## src/sv/refcounted_priority_tracker_top_defines.svh

```systemverilog
// ----------------------------------------------------------------------------
// refcounted priority tracker assertion macros
// shared concurrent check forms used by the tracker rtl
// ----------------------------------------------------------------------------
`ifndef REFCOUNTED_PRIORITY_TRACKER_TOP_DEFINES_SVH
`define REFCOUNTED_PRIORITY_TRACKER_TOP_DEFINES_SVH

// same-cycle implication check, quiet during reset
`define RPT_ASSERT_IMPL(name, clk, rst_n, ante, cons) \
  name: assert property (@(posedge clk) disable iff (!rst_n) (ante) |-> (cons)) \
    else $error("rpt: same-cycle check failed");

// next-cycle implication check, quiet during reset
`define RPT_ASSERT_NEXT(name, clk, rst_n, ante, cons) \
  name: assert property (@(posedge clk) disable iff (!rst_n) (ante) |=> (cons)) \
    else $error("rpt: next-cycle check failed");

`endif

```

## src/sv/rpt_pkg.sv

```systemverilog
`timescale 1ns / 1ps
// ----------------------------------------------------------------------------
// rpt_pkg
// types and fixed constants of the refcounted priority tracker
// ----------------------------------------------------------------------------
package rpt_pkg;

  // fixed field widths
  localparam int LEVEL_W    = 3;
  localparam int CFG_IDX_W  = 1;
  localparam int CFG_DATA_W = 3;

  // configuration register indexes
  localparam logic [CFG_IDX_W-1:0] CFG_CONTROL_ENABLED = 1'd0;
  localparam logic [CFG_IDX_W-1:0] CFG_NORMAL_LEVEL    = 1'd1;

  // reset values
  localparam logic               CONTROL_ENABLED_RST = 1'b1;
  localparam logic [LEVEL_W-1:0] NORMAL_LEVEL_RST    = 3'd1;
  localparam logic [LEVEL_W-1:0] ACTIVE_LEVEL_RST    = 3'd1;

  // request operations
  localparam logic OP_GET = 1'b0;
  localparam logic OP_PUT = 1'b1;

  // configuration seen by the sequencer
  typedef struct packed {
    logic               control_enabled;
    logic [LEVEL_W-1:0] normal_level;
  } rpt_cfg_t;

  // one result word
  typedef struct packed {
    logic               priority_changed;
    logic [LEVEL_W-1:0] current_level;
    logic               count_fault;
  } rpt_result_t;

  // sequencer states, one-hot
  typedef enum logic [3:0] {
    S_IDLE = 4'b0001,
    S_READ = 4'b0010,
    S_SCAN = 4'b0100,
    S_DONE = 4'b1000
  } rpt_state_e;

endpackage

```

## src/sv/rpt_req_if.sv

```systemverilog
`timescale 1ns / 1ps
// ----------------------------------------------------------------------------
// rpt_req_if
// request channel: valid/ready handshake with operation and level
// ----------------------------------------------------------------------------
interface rpt_req_if import rpt_pkg::*; ();
  logic               valid;
  logic               ready;
  logic               operation;
  logic [LEVEL_W-1:0] level;

  modport source (output valid, output operation, output level, input ready);
  modport sink   (input valid, input operation, input level, output ready);
endinterface

```

## src/sv/rpt_res_if.sv

```systemverilog
`timescale 1ns / 1ps
// ----------------------------------------------------------------------------
// rpt_res_if
// result channel: valid/ready handshake with the tracker result fields
// ----------------------------------------------------------------------------
interface rpt_res_if import rpt_pkg::*; ();
  logic               valid;
  logic               ready;
  logic               priority_changed;
  logic [LEVEL_W-1:0] current_level;
  logic               count_fault;

  modport source (output valid, output priority_changed, output current_level,
                  output count_fault, input ready);
  modport sink   (input valid, input priority_changed, input current_level,
                  input count_fault, output ready);
endinterface

```

## src/sv/rpt_cnt_bank.sv

```systemverilog
`timescale 1ns / 1ps
// ----------------------------------------------------------------------------
// rpt_cnt_bank
// per-level job counters with one read port and one write port
// ----------------------------------------------------------------------------
module rpt_cnt_bank #(
  parameter int NUM_LEVELS = 5,
  parameter int COUNT_BITS = 16,
  localparam int IDX_W     = $clog2(NUM_LEVELS)
) (
  input  logic                  clk_i,
  input  logic                  rst_ni,
  input  logic                  we_i,
  input  logic [IDX_W-1:0]      addr_i,
  input  logic [COUNT_BITS-1:0] wdata_i,
  output logic [COUNT_BITS-1:0] rdata_o
);

  logic [COUNT_BITS-1:0] cnt_q [NUM_LEVELS];

  // counters clear at reset, one entry written per cycle
  always_ff @(posedge clk_i or negedge rst_ni) begin
    if (!rst_ni) begin
      for (int i = 0; i < NUM_LEVELS; i++) begin
        cnt_q[i] <= '0;
      end
    end else if (we_i && (32'(addr_i) < NUM_LEVELS)) begin
      cnt_q[addr_i] <= wdata_i;
    end
  end

  // read at the sequencer address, unused codes read as zero
  assign rdata_o = (32'(addr_i) < NUM_LEVELS) ? cnt_q[addr_i] : '0;

endmodule

```

## src/sv/rpt_seq.sv

```systemverilog
`timescale 1ns / 1ps
// ----------------------------------------------------------------------------
// rpt_seq
// request sequencer with the shared increment/decrement and compare unit
// ----------------------------------------------------------------------------
`include "refcounted_priority_tracker_top_defines.svh"

module rpt_seq import rpt_pkg::*; #(
  parameter int NUM_LEVELS = 5,
  parameter int COUNT_BITS = 16,
  localparam int IDX_W     = $clog2(NUM_LEVELS)
) (
  input  logic                  clk_i,
  input  logic                  rst_ni,
  input  rpt_cfg_t              cfg_i,
  input  logic                  req_valid_i,
  output logic                  req_ready_o,
  input  logic                  req_op_i,
  input  logic [LEVEL_W-1:0]    req_level_i,
  output logic                  res_valid_o,
  input  logic                  res_ready_i,
  output rpt_result_t           res_o,
  output logic                  cnt_we_o,
  output logic [IDX_W-1:0]      cnt_addr_o,
  output logic [COUNT_BITS-1:0] cnt_wdata_o,
  input  logic [COUNT_BITS-1:0] cnt_rdata_i
);

  rpt_state_e         state_q, state_d;
  logic [IDX_W-1:0]   ptr_q, ptr_d;
  logic [LEVEL_W-1:0] active_q, active_d;
  logic               changed_q, changed_d;
  logic               fault_q, fault_d;
  logic               op_q;
  logic [LEVEL_W-1:0] level_q;

  logic [COUNT_BITS-1:0] step_val;
  logic [COUNT_BITS-1:0] sum;
  logic                  cnt_is_max;
  logic                  cnt_is_zero;
  logic                  sum_is_zero;
  logic                  scan_hit;

  // shared unit: step the counter and compare
  assign step_val    = (op_q == OP_PUT) ? '1 : COUNT_BITS'(1);
  assign sum         = cnt_rdata_i + step_val;
  assign cnt_is_max  = (cnt_rdata_i == '1);
  assign cnt_is_zero = (cnt_rdata_i == '0);
  assign sum_is_zero = (sum == '0);
  assign scan_hit    = (32'(ptr_q) == 32'(cfg_i.normal_level)) || !cnt_is_zero;

  assign req_ready_o = (state_q == S_IDLE);
  assign res_valid_o = (state_q == S_DONE);
  assign cnt_addr_o  = ptr_q;
  assign cnt_wdata_o = sum;

  assign res_o.priority_changed = changed_q;
  assign res_o.current_level    = active_q;
  assign res_o.count_fault      = fault_q;

  // sequencer
  always_comb begin
    state_d   = state_q;
    ptr_d     = ptr_q;
    active_d  = active_q;
    changed_d = changed_q;
    fault_d   = fault_q;
    cnt_we_o  = 1'b0;
    case (state_q)
      S_IDLE: begin
        if (req_valid_i) begin
          changed_d = 1'b0;
          fault_d   = 1'b0;
          ptr_d     = IDX_W'(req_level_i);
          if (cfg_i.control_enabled && (32'(req_level_i) < NUM_LEVELS)) begin
            state_d = S_READ;
          end else begin
            state_d = S_DONE;
          end
        end
      end
      S_READ: begin
        state_d = S_DONE;
        if (op_q == OP_GET) begin
          if (cnt_is_max) begin
            fault_d = 1'b1;
          end else begin
            cnt_we_o = 1'b1;
            if (level_q > active_q) begin
              active_d  = level_q;
              changed_d = 1'b1;
            end
          end
        end else begin
          if (cnt_is_zero) begin
            fault_d = 1'b1;
          end else begin
            cnt_we_o = 1'b1;
            if (sum_is_zero && (level_q != cfg_i.normal_level) &&
                (active_q <= level_q)) begin
              state_d = S_SCAN;
            end
          end
        end
      end
      S_SCAN: begin
        // walk down from the released level, one level a cycle
        if (scan_hit) begin
          active_d  = LEVEL_W'(ptr_q);
          changed_d = 1'b1;
          state_d   = S_DONE;
        end else if (ptr_q == '0) begin
          state_d = S_DONE;
        end else begin
          ptr_d = ptr_q - IDX_W'(1);
        end
      end
      S_DONE: begin
        if (res_ready_i) begin
          state_d = S_IDLE;
        end
      end
      default: begin
        state_d = S_IDLE;
      end
    endcase
  end

  // control state
  always_ff @(posedge clk_i or negedge rst_ni) begin
    if (!rst_ni) begin
      state_q   <= S_IDLE;
      ptr_q     <= '0;
      active_q  <= ACTIVE_LEVEL_RST;
      changed_q <= 1'b0;
      fault_q   <= 1'b0;
    end else begin
      state_q   <= state_d;
      ptr_q     <= ptr_d;
      active_q  <= active_d;
      changed_q <= changed_d;
      fault_q   <= fault_d;
    end
  end

  // request word capture
  always_ff @(posedge clk_i) begin
    if (req_valid_i && req_ready_o) begin
      op_q    <= req_op_i;
      level_q <= req_level_i;
    end
  end

  // checks
  `RPT_ASSERT_IMPL(a_fault_excludes_change, clk_i, rst_ni, res_valid_o, !(res_o.count_fault && res_o.priority_changed))
  `RPT_ASSERT_IMPL(a_scan_at_or_below_level, clk_i, rst_ni, state_q == S_SCAN, 32'(ptr_q) <= 32'(level_q))
  `RPT_ASSERT_NEXT(a_busy_after_accept, clk_i, rst_ni, req_valid_i && req_ready_o, !req_ready_o)
  `RPT_ASSERT_IMPL(a_active_in_range, clk_i, rst_ni, 1'b1, 32'(active_q) < NUM_LEVELS)

endmodule

```

## src/sv/refcounted_priority_tracker_top.sv

```systemverilog
`timescale 1ns / 1ps
// ----------------------------------------------------------------------------
// refcounted_priority_tracker_top
// per-level job counting and priority tracking for one engine
// ----------------------------------------------------------------------------
// usage:
//   req_i carries one request word (operation get/put, level). res_o returns
//   exactly one result word per request: whether the priority changed, the
//   current level afterwards, and a counter fault (get at full or put at zero).
//   cfg_we_i/cfg_idx_i/cfg_wdata_i write control_enabled (index 0) and
//   normal_level (index 1); write only while no request is in flight.
// timing:
//   a request is taken in S_IDLE, its counter is read and, unless it faults,
//   updated in S_READ, then a put that empties a level other than the normal
//   level, at or above the current level, scans downward one level a cycle
//   in S_SCAN. a request with control disabled or level out of range skips
//   to S_DONE. from S_DONE the result moves into the output register; no new
//   request is taken until it has moved there.
// reset and stall:
//   reset clears all counters, sets the current level and normal level to 1
//   and enables control. a result waiting on a stalled receiver sits in the
//   output register while the next request is already taken and worked on;
//   that one then holds in the sequencer until the register frees up.
// ----------------------------------------------------------------------------
module refcounted_priority_tracker_top import rpt_pkg::*; #(
  parameter int NUM_LEVELS = 5,
  parameter int COUNT_BITS = 16
) (
  input  logic                  clk_i,
  input  logic                  rst_ni,
  rpt_req_if.sink               req_i,
  rpt_res_if.source             res_o,
  input  logic                  cfg_we_i,
  input  logic [CFG_IDX_W-1:0]  cfg_idx_i,
  input  logic [CFG_DATA_W-1:0] cfg_wdata_i
);

  localparam int IDX_W = $clog2(NUM_LEVELS);

  rpt_cfg_t              cfg_q;
  rpt_result_t           seq_res;
  logic                  seq_res_valid;
  logic                  seq_res_ready;
  rpt_result_t           out_q;
  logic                  out_valid_q;
  logic                  cnt_we;
  logic [IDX_W-1:0]      cnt_addr;
  logic [COUNT_BITS-1:0] cnt_wdata;
  logic [COUNT_BITS-1:0] cnt_rdata;

  // configuration registers
  always_ff @(posedge clk_i or negedge rst_ni) begin
    if (!rst_ni) begin
      cfg_q.control_enabled <= CONTROL_ENABLED_RST;
      cfg_q.normal_level    <= NORMAL_LEVEL_RST;
    end else if (cfg_we_i) begin
      case (cfg_idx_i)
        CFG_CONTROL_ENABLED: cfg_q.control_enabled <= cfg_wdata_i[0];
        CFG_NORMAL_LEVEL:    cfg_q.normal_level    <= cfg_wdata_i[LEVEL_W-1:0];
        default: begin
        end
      endcase
    end
  end

  rpt_seq #(
    .NUM_LEVELS (NUM_LEVELS),
    .COUNT_BITS (COUNT_BITS)
  ) u_seq (
    .clk_i       (clk_i),
    .rst_ni      (rst_ni),
    .cfg_i       (cfg_q),
    .req_valid_i (req_i.valid),
    .req_ready_o (req_i.ready),
    .req_op_i    (req_i.operation),
    .req_level_i (req_i.level),
    .res_valid_o (seq_res_valid),
    .res_ready_i (seq_res_ready),
    .res_o       (seq_res),
    .cnt_we_o    (cnt_we),
    .cnt_addr_o  (cnt_addr),
    .cnt_wdata_o (cnt_wdata),
    .cnt_rdata_i (cnt_rdata)
  );

  rpt_cnt_bank #(
    .NUM_LEVELS (NUM_LEVELS),
    .COUNT_BITS (COUNT_BITS)
  ) u_cnt_bank (
    .clk_i   (clk_i),
    .rst_ni  (rst_ni),
    .we_i    (cnt_we),
    .addr_i  (cnt_addr),
    .wdata_i (cnt_wdata),
    .rdata_o (cnt_rdata)
  );

  // output register
  assign seq_res_ready = !out_valid_q || res_o.ready;

  always_ff @(posedge clk_i or negedge rst_ni) begin
    if (!rst_ni) begin
      out_valid_q <= 1'b0;
    end else if (seq_res_ready) begin
      out_valid_q <= seq_res_valid;
    end
  end

  always_ff @(posedge clk_i) begin
    if (seq_res_ready && seq_res_valid) begin
      out_q <= seq_res;
    end
  end

  assign res_o.valid            = out_valid_q;
  assign res_o.priority_changed = out_q.priority_changed;
  assign res_o.current_level    = out_q.current_level;
  assign res_o.count_fault      = out_q.count_fault;

endmodule
```

## src/flat_wrapper.sv

```systemverilog
// flat-port wrapper written by rule: the top's interface ports become plain ports
module refcounted_priority_tracker_top_flat import rpt_pkg::*;
#(
  parameter int NUM_LEVELS = 5,
  parameter int COUNT_BITS = 16
)
  (clk_i, rst_ni, cfg_we_i, cfg_idx_i, cfg_wdata_i, req_i_valid, req_i_operation, req_i_level, req_i_ready, res_o_valid, res_o_priority_changed, res_o_current_level, res_o_count_fault, res_o_ready);
  rpt_req_if req_i_i ();
  rpt_res_if res_o_i ();
  input  logic clk_i;
  input  logic rst_ni;
  input  logic cfg_we_i;
  input  logic [CFG_IDX_W-1:0] cfg_idx_i;
  input  logic [CFG_DATA_W-1:0] cfg_wdata_i;
  input wire logic [$bits(req_i_i.valid)-1:0] req_i_valid;
  input wire logic [$bits(req_i_i.operation)-1:0] req_i_operation;
  input wire logic [$bits(req_i_i.level)-1:0] req_i_level;
  output wire logic [$bits(req_i_i.ready)-1:0] req_i_ready;
  output wire logic [$bits(res_o_i.valid)-1:0] res_o_valid;
  output wire logic [$bits(res_o_i.priority_changed)-1:0] res_o_priority_changed;
  output wire logic [$bits(res_o_i.current_level)-1:0] res_o_current_level;
  output wire logic [$bits(res_o_i.count_fault)-1:0] res_o_count_fault;
  input wire logic [$bits(res_o_i.ready)-1:0] res_o_ready;
  assign req_i_i.valid = req_i_valid;
  assign req_i_i.operation = req_i_operation;
  assign req_i_i.level = req_i_level;
  assign req_i_ready = req_i_i.ready;
  assign res_o_valid = res_o_i.valid;
  assign res_o_priority_changed = res_o_i.priority_changed;
  assign res_o_current_level = res_o_i.current_level;
  assign res_o_count_fault = res_o_i.count_fault;
  assign res_o_i.ready = res_o_ready;
  refcounted_priority_tracker_top #(.NUM_LEVELS(NUM_LEVELS), .COUNT_BITS(COUNT_BITS)) u_core (.clk_i(clk_i), .rst_ni(rst_ni), .req_i(req_i_i), .res_o(res_o_i), .cfg_we_i(cfg_we_i), .cfg_idx_i(cfg_idx_i), .cfg_wdata_i(cfg_wdata_i));
endmodule
```

## config.mk

```make
export PLATFORM = sky130hd
export DESIGN_NAME = refcounted_priority_tracker_top_flat
export DESIGN_NICKNAME = d
export VERILOG_FILES = /design/src/sv/rpt_pkg.sv /design/src/sv/rpt_req_if.sv /design/src/sv/rpt_res_if.sv /design/src/sv/rpt_cnt_bank.sv /design/src/sv/rpt_seq.sv /design/src/sv/refcounted_priority_tracker_top.sv /design/src/flat_wrapper.sv
export VERILOG_INCLUDE_DIRS = /design/src /design/src/sv
export SDC_FILE = /design/constraint.sdc
export NUM_CORES = 1
export LEC_CHECK = 0
export ABC_CLOCK_PERIOD_IN_PS = 4400
export BUFFER_PORTS_ARGS = -buffer_cell sky130_fd_sc_hd__buf_4
export CAP_MARGIN = 10
export CORE_AREA = 2 2 225 116
export CTS_CLUSTER_SIZE = 25
export DETAILED_ROUTE_END_ITERATION = 10
export DIE_AREA = 0 0 227 118
export PLACE_DENSITY = 0.36
export SLEW_MARGIN = 20
export SYNTH_ARGS = -nofsm -noshare
export SYNTH_HDL_FRONTEND = slang
export SYNTH_SLANG_ARGS = --single-unit
export TNS_END_PERCENT = 50
```

## constraint.sdc

```tcl
create_clock -name clk_i -period 4.4 [get_ports clk_i]
set_input_delay 1.1 -clock clk_i [delete_from_list [all_inputs] [get_ports clk_i]]
set_output_delay 1.1 -clock clk_i [all_outputs]
set_load 0.02 [all_outputs]
```

* After elaboration in Yosys (flattened, before gate mapping)
Index checks and enable logic that the tools add are counted.
Storage, ports and cells: flip-flop bits (word level) 106, input port bits 13, output and inout bits 7, logic and storage cells 111
Operators by class: add/sub/neg operators 2, order comparisons 6, equal/unequal tests 18, muxes and demuxes 40, bitwise gates (word level) 2, reductions and logical operators 25
Operator list (count):
- bitwise mux 80 bit | 1
- 2-to-1 mux 16 bit | 5
- binary-select mux 16 bit (select 3 bit) | 1
- demux 16 bit (select 3 bit) | 1
- zero test 16 bit | 2
- 2-to-1 mux 4 bit | 8
- 2-to-1 mux 3 bit | 7
- adder 16 bit | 1
- == test 16 bit, second input constant | 1
- inequality test 2 bit, second input constant | 8
- one-hot mux 4 bit (4 select lines) | 1
- 2-to-1 mux 1 bit | 12
- one-hot mux 3 bit (2 select lines) | 2
- inequality test 3 bit, second input constant | 3
- AND reduction 4 bit | 2
- logical AND 1 bit | 7
- less-than comparator 3 bit, second input constant | 2
- AND reduction 6 bit | 1
- nonzero test 2 bit | 3
- AND reduction 5 bit | 1
- == test 4 x 1 -> 1 bit, second input constant | 1
- == test 4 x 2 -> 1 bit, second input constant | 1
- == test 4 x 3 -> 1 bit, second input constant | 1
- == test 4 bit, second input constant | 1
- other kinds (17) | 20

* Logic depth before layout (Yosys ltp)
depth in word-level cells 13, mapped depth 18, mapped depth without buffers 15

* Hierarchy
Synthesis repeated with hierarchy kept, for this count alone.
Unflattened totals: cell total of the unflattened synthesis 501, area total of the unflattened synthesis 5869.4 µm²
By module, submodules not included:
- rpt_cnt_bank | instances 1, cells an instance 253, area each 3663.5 µm², seq. area each 2001.9 µm²
- rpt_seq | instances 1, cells an instance 229, area each 1840.5 µm², seq. area each 422.9 µm²
- refcounted_priority_tracker_top | instances 1, cells an instance 19, area each 365.4 µm², seq. area each 277.8 µm²

* Least setup slack after synthesis
No wires, ideal clock.
kind register to register, start point register u_core.u_seq.ptr_q[0] (netlist: u_core.u_seq.cnt_addr_o[0]), end point register u_core.u_seq.state_q[2], library setup time 118 ps, arrival 3896 ps, data required time 4282 ps, path slack 386 ps, stages on the path, launching flop included 19, path buffers 3, period minus slack after synthesis 4014 ps, cell sequence dfrtp_1 > buf_6 > buf_4 > buf_2 > mux2i_1 > o22ai_1 > a21oi_1 > inv_1 > ha_1 > or3b_2 > o32a_1 > and2_1 > and4_1 > a32o_1 > xor2_2 > and4_1 > and4_1 > and4_1 > a2bb2o_4
Between the ends: word-level cells in the longest chain between the ends 13, elaborated cells on any way between the ends 22, those cells by class 1 x add/sub; 1 x order compare; 2 x eq/ne; 9 x mux; 1 x bitwise; 8 x reduce/logical
RTL lines:
- from (decl) | line rpt_seq.sv:30 | logic [IDX_W-1:0] ptr_q, ptr_d;
- from (signal assigned) | line rpt_seq.sv:139 | ptr_q <= ptr_d;
- inverter 3 -> 4 bit (not written as such) | line rpt_cnt_bank.sv:33 | assign rdata_o = (32'(addr_i) < NUM_LEVELS) ? cnt_q[addr_i] : '0;
- binary-select mux 16 bit (select 3 bit) | line rpt_cnt_bank.sv:33
- 2-to-1 mux 16 bit (not written as such) (2 in a row) | line rpt_cnt_bank.sv:33
- 2-to-1 mux 16 bit | line rpt_cnt_bank.sv:33
- adder 16 bit | line rpt_seq.sv:46 | assign sum = cnt_rdata_i + step_val;
- zero test 16 bit | line rpt_seq.sv:49 | assign sum_is_zero = (sum == '0);
- logical AND 1 bit (2 in a row) | line rpt_seq.sv:99 | if (sum_is_zero && (level_q != cfg_i.normal_level) &&
- 2-to-1 mux 4 bit | line rpt_seq.sv:99
- 2-to-1 mux 4 bit | line rpt_seq.sv:95 | if (cnt_is_zero) begin
- 2-to-1 mux 4 bit | line rpt_seq.sv:84 | if (op_q == OP_GET) begin
- one-hot mux 4 bit (4 select lines) | line rpt_seq.sv:69 | case (state_q)
- to (signal assigned) | line rpt_seq.sv:138 | state_q <= state_d;
- to (decl) | line rpt_seq.sv:29 | rpt_state_e state_q, state_d;
Several ways; a longest one is shown, not always the timed one. The select of a mux whose other input is x is not followed. A chain may end at the register's enable or synchronous reset.

* Final worst setup path
start point register u_core.u_seq.ptr_q[2] (netlist: u_core.u_seq.cnt_addr_o[2]), end point register u_core.u_seq.state_q[2]
Same word-level chain as after synthesis.

==> results_dict.tcl <==
set metrics [dict create \
    synth-seq-cells 106 \
    wl_um 21100 \
    drt_first_pass_iters 5 \
    hold_path.class "reg -> reg" \
    synth_ff_type "dfrtp_1" \
    synth_nets 644 \
    hold_viol 0 \
    period_needed_ns 4.14 \
    tightest_slew_ns 1.08 \
    relSlewSlack_pct 27.6 \
    design.core.area_um2 24800 \
    ant_nets 0 \
    max_freq_ghz 0.241 \
    critPathSlowestCell "dfrtp_1" \
    cts.path.max_buffers 2 \
    nets 694 \
    cp_max_fo 8 \
    portBuffers 19 \
    grt_start_max_net_pins 57 \
    htreeDepth 3 \
    dpl.hpwl_um 16700 \
    clk_latency_ns 0.38 \
    crit_path_end_kind "flop" \
    syn_area_per_cell_um2 9.90 \
    drt_iter0_markers 558 \
    timing.final.ws_setup_ns 0.257 \
    maxCapViolations 0 \
    drive_above_1_share_pct 21.0 \
    cpLargestDelayFamily "simple AND/OR/NAND/NOR gates" \
    fp.dieH_um 118 \
    post-route-util_pct 29.0 \
    setup_viol 0 \
    synth_warnings 0 \
    fin_crit_sh_pct 94.2 \
    gr-total-overflow 0 \
    layout_commonest_cell "dfrtp_1" \
    yosysSeqAreaShare_pct 44.0 \
    yosysUniqueCellTypes 80 \
    root_buffer "clkbuf_16" \
    power_mw 4.87 \
    grt_use_total_pct 16.5 \
    n_antenna_cell 0 \
    die_x_um 227 \
    path_buf_inv 1 \
    leakagePower_nw 3.12 \
    wl_per_cell_um 20.7 \
    arrival_ns 4.41 \
    syn_to_final_growth_pct 17.5 \
    clock_sinks 106 \
    cts_tree "yes" \
    finalNonFillerCells 1019 \
    drv_slew 0 \
    dieArea_um2 26800 \
    postCtsSetupBuffers 0 \
    via_per_inst 4.89 \
    powerDensity_nw_per_um2 675 \
    synth_edf_count 9 \
    max_stage_delay_ns 0.52 \
    synth_area_um2 6140 \
    status "completed" \
    num_rows 41 \
    synthArstFlopShare_pct 91.5 \
    start_util_pct 24.7 \
    ctsHoldBuffers 0 \
    cpMostUsedCell "and4_1" \
    peakVddDrop_uv 192 \
    cp_data_required_time_ns 4.67 \
    numCtsBuffers 9 \
    drc_errors 0 \
    clkSlewWorstSetupHoldPaths_ns 0.08 \
    dpl_worst_slack_ns 0.279 \
    rsz0062_at_grt "no" \
    gp_congestion 0.877 \
    vias 4983 \
    dpl.cell_count 1003 \
    antenna_found_initial 1 \
    grt_pass1_vias 4762 \
    skew_ns 0.0139 \
    critPathKind "reg -> reg" \
    start_kind "flop" \
    final_cell_mix "91 x dfrtp_1, 70 x buf_4, 66 x nand2_1" \
    cp_cell_sequence "nand2b_1, o22ai_1, a21oi_1, inv_1, ha_1, or3b_2, o32a_1, nand2_1, xnor2_1, mux2i_1, o311ai_0, and4_1, and4_1, and4_1, a2bb2o_4" \
    postSynthCellCount 620 \
    ios 20 \
    fin_tns_setup_ns 0 \
    grt_pass1_wl_um 31700 \
]
==> per-stage QoR <==
| step | instance area [um^2] | hold WS [ns] |
|---|---|---|
| floorplan | 6140 | 0.425 |
| global placement | 6900 | 0.450 |
| detailed placement | 6910 | 0.446 |
| CTS | 7210 | 0.465 |
| global route | 7210 | 0.477 |
| finish | 7210 | 0.464 |
==> cell usage after synthesis, drive strengths merged (5+ instances only) <==
cell type	count	area [um^2]
dfrtp	93	2330
nand2	67	254
o21ai	61	305
nor2	52	203
a21oi	42	225
mux2i	33	343
mux2	25	282
buf	23	185
inv	20	75.1
nand3	14	80.1
nor3	11	55.1
nor4	11	133
o22ai	11	68.8
xor2	11	104
clkbuf	10	37.5
ha	10	125
xnor2	10	87.6
edfxtp	9	270
a31oi	8	50.1
nand3b	7	52.6
nand4	6	52.6
and2	5	31.3
and4	5	43.8
nor4b	5	43.8
o2bb2ai	5	56.3
==> registers in the layout, summed over array words and instances (netlist names) <==
signal                         cells
u_core.res_o.valid                 1
u_core.u_seq.changed_q             1
u_core.u_seq.fault_q               1
u_core.u_cnt_bank.cnt_q           80
u_core.u_seq.state_q               4
u_core.res_o.priority_changed      1
u_core.res_o.current_level         3
u_core.u_seq.op_q                  1
u_core.u_seq.active_q              3
u_core.u_seq.cnt_addr_o            3
u_core.u_seq.level_q               3
u_core.res_o.count_fault           1
u_core.cfg_q                       4
==> kinds of logic (layout without fill, tap and decap cells) <==
| family | Yosys count | count (layout) | share of synthesized area [%] |
|---|---|---|---|
| compound gates | 159 | 159 | 16.2 |
| xor+xnor | 21 | 21 | 3.12 |
| fa+ha+maj | 11 | 11 | 2.36 |
| buf+inv | 53 | 108 | 4.85 |
| mux | 58 | 58 | 10.2 |
| flops | 106 | 106 | 44.0 |
| simple gates | 212 | 212 | 19.2 |
==> area by class of cell <==
cell class	count	area (um^2)
multi-input combinational	461	3140
timing repair buffer	72	561
clock inverter	7	70.1
fill	2663	17600
clock buffer	9	225
inverter	20	75.1
sequential	106	2710
tap	344	430
==> metal layers <==
layer | GRT usage (%) | share of wire [%]
met2 | 17.4 | 32
met1 | 29.2 | 59
met4 | 3.27 | 1.0
met3 | 5.42 | 8.0
met5 | 0 | 0
==> power by group <==
group | internal [mW] | switching, mW | leakage [nW]
clock | 0.399 | 0.423 | 0.141
sequential | 1.27 | 0.228 | 1.40
combinational | 0.956 | 1.59 | 1.59
==> what timing repair did <==
| item | 4_1_cts | 5_1_grt |
|---|---|---|
| endpoints found under the setup margin | 0 | 1 |
| resized for setup | 0 | 1 |
| hold endpoints to repair | 0 | 0 |
==> worst reg2reg max path: stages, from the launching register on <==
cell	delay, ns
dfrtp_1	0.52
nand2b_1	0.36
o22ai_1	0.18
a21oi_1	0.24
inv_1	0.07
ha_1	0.35
or3b_2	0.45
o32a_1	0.20
nand2_1	0.20
xnor2_1	0.19
mux2i_1	0.21
o311ai_0	0.18
and4_1	0.24
and4_1	0.20
and4_1	0.23
a2bb2o_4	0.22
==> path summary, 6_finish.rpt <==
path	from	to	slack, ns	cells after the start
setup / recovery	u_core.u_seq.cnt_addr_o[2]$_DFFE_PN0P_	u_core.u_seq.state_q[2]$_DFFE_PN0P_	0.26	15
hold / removal	u_core.u_seq.fault_q$_DFFE_PN0P_	u_core.res_o.count_fault$_DFFE_PP_	0.46	0
setup reg to reg	u_core.u_seq.cnt_addr_o[2]$_DFFE_PN0P_	u_core.u_seq.state_q[2]$_DFFE_PN0P_	0.26	15
hold reg to reg	u_core.u_seq.fault_q$_DFFE_PN0P_	u_core.res_o.count_fault$_DFFE_PP_	0.46	0
max in group asynchronous	rst_ni	u_core.u_cnt_bank.cnt_q[72]$_DFFE_PN0P_	2.76	2
min in group asynchronous	rst_ni	u_core.u_cnt_bank.cnt_q[79]$_DFFE_PN0P_	0.79	1
(Power assumes the default switching activity.)
